### src/sv/rllt_pkg.sv
// Shared widths, operation codes and controller/datapath interface types.
package rllt_pkg;

    localparam int POS_W  = 12;
    localparam int LINE_W = 16;

    localparam int POSITION_DEPTH_DEF = 4096;
    localparam int RUN_DEPTH_DEF      = 256;

    localparam logic FUNC_APPEND = 1'b0;
    localparam logic FUNC_QUERY  = 1'b1;

    typedef struct packed {
        logic capture;
        logic append;
        logic walk;
        logic load_out;
    } t_dp_cmd;

    typedef struct packed {
        logic walk_done;
    } t_dp_stat;

endpackage

### src/sv/rllt_ctrl.sv
// Sequencing state machine and output valid for the run-length line table.
module rllt_ctrl (
    input  logic              i_clk,
    input  logic              i_rst_n,
    input  logic              i_valid,
    input  logic              i_func,
    input  logic              i_ready,
    output logic              o_ready,
    output logic              o_valid,
    output rllt_pkg::t_dp_cmd o_cmd,
    input  rllt_pkg::t_dp_stat i_stat
);
    import rllt_pkg::*;

    typedef enum logic [3:0] {
        S_IDLE   = 4'b0001,
        S_APPEND = 4'b0010,
        S_WALK   = 4'b0100,
        S_DONE   = 4'b1000
    } t_state;

    t_state r_state;
    t_state n_state;
    logic   r_out_valid;
    logic   n_out_valid;
    logic   accept;
    logic   out_free;

    assign o_ready  = (r_state == S_IDLE);
    assign accept   = i_valid && o_ready;
    assign out_free = !r_out_valid || i_ready;
    assign o_valid  = r_out_valid;

    always_comb begin
        n_state        = r_state;
        o_cmd.capture  = accept;
        o_cmd.append   = 1'b0;
        o_cmd.walk     = 1'b0;
        o_cmd.load_out = 1'b0;
        case (r_state)
            S_IDLE: begin
                if (accept) begin
                    n_state = (i_func == FUNC_QUERY) ? S_WALK : S_APPEND;
                end
            end
            S_APPEND: begin
                o_cmd.append = 1'b1;
                n_state      = S_DONE;
            end
            S_WALK: begin
                o_cmd.walk = 1'b1;
                if (i_stat.walk_done) begin
                    n_state = S_DONE;
                end
            end
            S_DONE: begin
                // hold the result until the output register frees up
                if (out_free) begin
                    o_cmd.load_out = 1'b1;
                    n_state        = S_IDLE;
                end
            end
            default: begin
                n_state = S_IDLE;
            end
        endcase
    end

    always_comb begin
        n_out_valid = r_out_valid && !i_ready;
        if (o_cmd.load_out) begin
            n_out_valid = 1'b1;
        end
    end

    always_ff @(posedge i_clk) begin
        if (!i_rst_n) begin
            r_state     <= S_IDLE;
            r_out_valid <= 1'b0;
        end else begin
            r_state     <= n_state;
            r_out_valid <= n_out_valid;
        end
    end

endmodule

### config.mk
export PLATFORM = sky130hd
export DESIGN_NAME = rllt_ctrl
export DESIGN_NICKNAME = d
export VERILOG_FILES = /design/src/sv/rllt_pkg.sv /design/src/sv/rllt_ctrl.sv
export SDC_FILE = /design/constraint.sdc
export NUM_CORES = 1
export LEC_CHECK = 0
export ABC_AREA = 1
export BUFFER_PORTS_ARGS = -buffer_cell sky130_fd_sc_hd__buf_2
export CORE_AREA = 5 5 42 44
export DETAILED_ROUTE_END_ITERATION = 7
export DIE_AREA = 0 0 47 49
export PLACE_DENSITY = 0.44
export SETUP_SLACK_MARGIN = 0.15
export SLEW_MARGIN = 20
export SYNTH_ARGS = -nofsm -noshare
export SYNTH_HDL_FRONTEND = slang
export SYNTH_SLANG_ARGS = --single-unit
### constraint.sdc
create_clock -name i_clk -period 2.2 [get_ports i_clk]
set_input_delay 0.44 -clock i_clk [delete_from_list [all_inputs] [get_ports i_clk]]
set_output_delay 0.44 -clock i_clk [all_outputs]
set_load 0.01 [all_outputs]
After elaboration in Yosys (flattened, before gate mapping)
Cells that the tools add are included.

operators by class
  multiply operators = 0
  add/sub/neg operators = 0
  bitwise gates (word level) = 0
  order comparisons = 0
  eq/ne operators = 7
  div/mod/pow operators = 0
  mux-type cells = 10
  shifts and indexed selects = 0
  reductions and logical operators = 6

operators with widths
  kind                                                 count
  one-hot mux 4 bit (4 select lines)                   1
  two-way mux 4 bit                                    3
  two-way mux 1 bit                                    5
  equality test 4 x 1 -> 1 bit, second input constant  1
  equality test 4 x 2 -> 1 bit, second input constant  1
  equality test 4 x 3 -> 1 bit, second input constant  1
  equality test 4 bit, second input constant           1
  != test 2 bit, second input constant                 2
  two-way mux 3 bit                                    1
  AND reduction 3 bit                                  1
  logical AND 1 bit                                    2
  logical NOT 1 bit                                    2
  != test 2 x 1 -> 1 bit, second input constant        1
  logical OR 1 bit                                     1

storage, ports and cells
  memory bits (read-only) = 0
  latch bits = 0
  RAM bits = 0
  output and inout bits = 6
  register bits = 5
  memories = 0

Depth between registers and ports, before layout
  depth in word-level cells = 5
  depth in mapped cells = 7

Least setup slack after synthesis
No wires, ideal clock.

  path type = register to output
  from = register r_state[2]
  to = output port o_cmd[3] (netlist bit)
  setup slack = 0.980 ns
  data arrival time = 0.780 ns
  cell stages (with the launch flop) = 5
  required time = 1.760 ns
  cell sequence = dfxtp_1 -> nor2_2 -> nand2_2 -> nor2_4 -> buf_4

between the ends
  word-level cells in the longest chain between the ends = 2

RTL lines
  element                       RTL line         RTL
  from (decl)                   rllt_ctrl.sv:22  t_state r_state;
  from (signal assigned)        rllt_ctrl.sv:81  r_state <= n_state;
  equality test 4 x 1 -> 1 bit  rllt_ctrl.sv:29  assign o_ready = (r_state == S_IDLE);
  logical AND 1 bit             rllt_ctrl.sv:30  assign accept = i_valid && o_ready;
  to (decl)                     rllt_ctrl.sv:10  output rllt_pkg::t_dp_cmd o_cmd,

Every way passes these cells.

==> results by group <==
Pwr
  – Switch share: 0.3370
  – Peak supply drop: 0.3065 mV
  – P_int: 0.2057 mW
  – Psw: 0.1045 mW
  – Sequential Power Share: 0.354
  – P per Cell Area: 767.6 mW/mm^2
  – Comb pwr share: 0.314
  – Clock share of power: 0.332
  – Leakage power: 0.2326 nW

STA
  – # setup viols final: 0
  – Crit share post-route: 0.7034
  – Sum Neg Setup Slack: 0 ns
  – Slew HR: 0.8667
  – Min Clock Period, post-route: 1.547 ns
  – Clock skew: 0.001911 ns
  – Slew of the pin with the lowest slew margin: 0.1998 ns
  – Final Hold Violating Endpoints: 0
  – RSZ-0062 raised after global routing: no
  – Slew Limit Fails: 0
  – Max Fclk: 0.6462 GHz

Setup path
  – Critical Path Sink Type: primary output
  – Critical path arrival: 1.11 ns
  – Critical path's top delay family: simple AND/OR/NAND/NOR gates
  – CP Buf/Inv Count: 1
  – Critical path, cell by cell: nor2_2, nand2_2, nor2_4, buf_2
  – Worst path required time: 1.76 ns
  – WS Path Type: register to primary output
  – FF-to-FF setup slack: 1.19 ns
  – Slowest cell on the critical path: dfxtp_1
  – CP Max Fanout: 4
  – Worst Setup Start Kind: register
  – CP peak stage delay: 0.34 ns

Global routing
  – Vias in the first global route: 276
  – All-layer global routing usage: 0.06193
  – Gr ovfl total: 0
  – Initial antenna violation count: 0
  – Largest net degree at the start of global routing: 5
  – Global-route wire length before repair: 1014 um

Hold path
  – Min-Delay Path Class: input pin to register

Routing
  – Vias per cell: 3.724
  – First-pass DRT Iterations: 4
  – DR WL/cell: 7.803 um
  – Drt initial violations: 7
  – Post-DRT Antenna Nets: 0
  – DRC Markers: 0
  – WL final: 593 um
  – Vias post-DR: 283

Clocking
  – Post-CTS setup buffers: 0
  – Maximum clock insertion buffer count: 2
  – Clock-pin transition on the worst setup and hold timing paths: 0.04 ns
  – CTS resizes: 0
  – Inserted Clock Buffers: 3
  – Clock latency on the worst-skew pair: 0.24 ns
  – Clock Sinks: 5
  – CTS tree: yes
  – CTS Root Cell: clkbuf_4
  – Post-CTS Hold Buffers: 0
  – H-Tree Depth: 1

Floorplan
  – Io pins: 12
  – Die area: 0.002303 mm^2
  – Initial core utilization: 0.2214
  – CORE AREA: 0.001401 mm^2
  – Die span in y: 49 um
  – Row count: 14
  – Die Width: 47 um

Placement
  – Routability cong.: 0.6518
  – IO buf count: 11
  – Post-DP HPWL: 504.3 um
  – Placed cell area: 377.9 um^2

Job
  – Max-cap violations: 0

Layout
  – Filler cells: 172
  – Fin nets: 67
  – Final instance area: 404.1 um^2
  – Share of layout cells above drive strength 1: 0.4833
  – Antenna cell count: 0
  – Area growth syn-to-layout: 30.24%
  – Fin util: 0.2884

Synth
  – Sequential area share after synthesis: 0.3226
  – Top cells by area, synth: dfxtp_1 32%, nor2_2 12%, inv_1 11%
  – Yosys warning total: 0
  – Flops & latches, synth: 5
  – Area leader, netlist: dfxtp_1
  – Share of the synthesized area in the top cell type: 0.3226
  – Mean Syn Cell Area: 6.746 um^2
  – Post-synthesis cell area: 310.3 um^2
  – Post-Syn Nets: 52
  – Gate Count Post-Synth: 46
  – Yosys cell types: 14

Status
  – Status: complete, no violations
## per-stage QoR
| step | power [mW] | hold WS [ns] | cells | worst slack, ns |
|---|---|---|---|---|
| final | 0.3102 | 0.3913 | 76 | 0.6526 |
| after global routing | 0.3348 | 0.4010 | 76 | 0.5895 |
| after CTS | 0.3175 | 0.3853 | 76 | 0.6418 |
| after detailed placement | 0.2088 | 0.5410 | 72 | 0.8615 |
| after global placement | 0.2096 | 0.5412 | 72 | 0.8815 |
| after floorplan | 0.1871 | 0.5185 | 46 | 0.9799 |
## synthesized netlist by cell type
cell and count:
nor4_1 1, nor2_4 1, a21oi_2 1, buf_4 1, inv_2 3, inv_1 9
nand3_1 3, nor2_1 3, nor2_2 6, nand2_2 2, nand3_2 2, dfxtp_1 5
a21oi_1 1, nand2_1 8
## flip-flops by register name (all words and copies together), names as in the netlist
signal,count
r_state,4
o_valid,1
## cell usage in the layout (no fill, tap or decap)
cell	instances
nor2_2	6
a21oi_1	1
nand3_2	2
a21oi_2	1
dfxtp_1	5
clkbuf_1	1
clkbuf_4	3
nand2_1	8
nor2_4	1
inv_2	3
nand3_1	3
inv_1	9
nor2_1	3
nor4_1	1
nand2_2	2
buf_2	11
## routing by layer
metal,up-vias,GRT usage,part of all wire
li1,165,-,-
met3,2,0.01107,0.079
met4,0,0.06912,0.013
met5,-,0,0
met2,11,0.07466,0.38
met1,105,0.08114,0.52
## power by group through the flow
stage	Sequential (mW)	Combinational, mW	Clock, mW
finish	0.110	0.0973	0.103
global route	0.111	0.110	0.114
CTS	0.110	0.0983	0.109
detailed placement	0.111	0.0975	0
global placement	0.111	0.0984	0
floorplan	0.111	0.0763	0
## logic make-up after synthesis
| logic type | after synthesis | share of synthesized area |
|---|---|---|
| and+or+nand+nor | 26 | 0.4637 |
| AOI/OAI and AO/OA | 2 | 0.04434 |
| buffers and inverters | 13 | 0.1694 |
| DFF | 5 | 0.3226 |
## cell type report
class                      count  area (um^2)  area share
tap                           16        20.02     0.04954
inverter                      12        45.04      0.1115
clock buffer                   4        26.28     0.06502
sequential                     5        100.1      0.2477
multi-input combinational     28        157.7      0.3901
timing repair buffer          11        55.05      0.1362
## final timing paths
check               endpoint       start  cells past startpoint
setup / recovery    o_cmd[3]  r_state[2]                      4
hold / removal    r_state[1]      i_func                      2
setup reg to reg  r_state[0]  r_state[2]                      6
hold reg to reg      o_valid     o_valid                      4
Note: power is estimated with default switching activity, not from simulation.
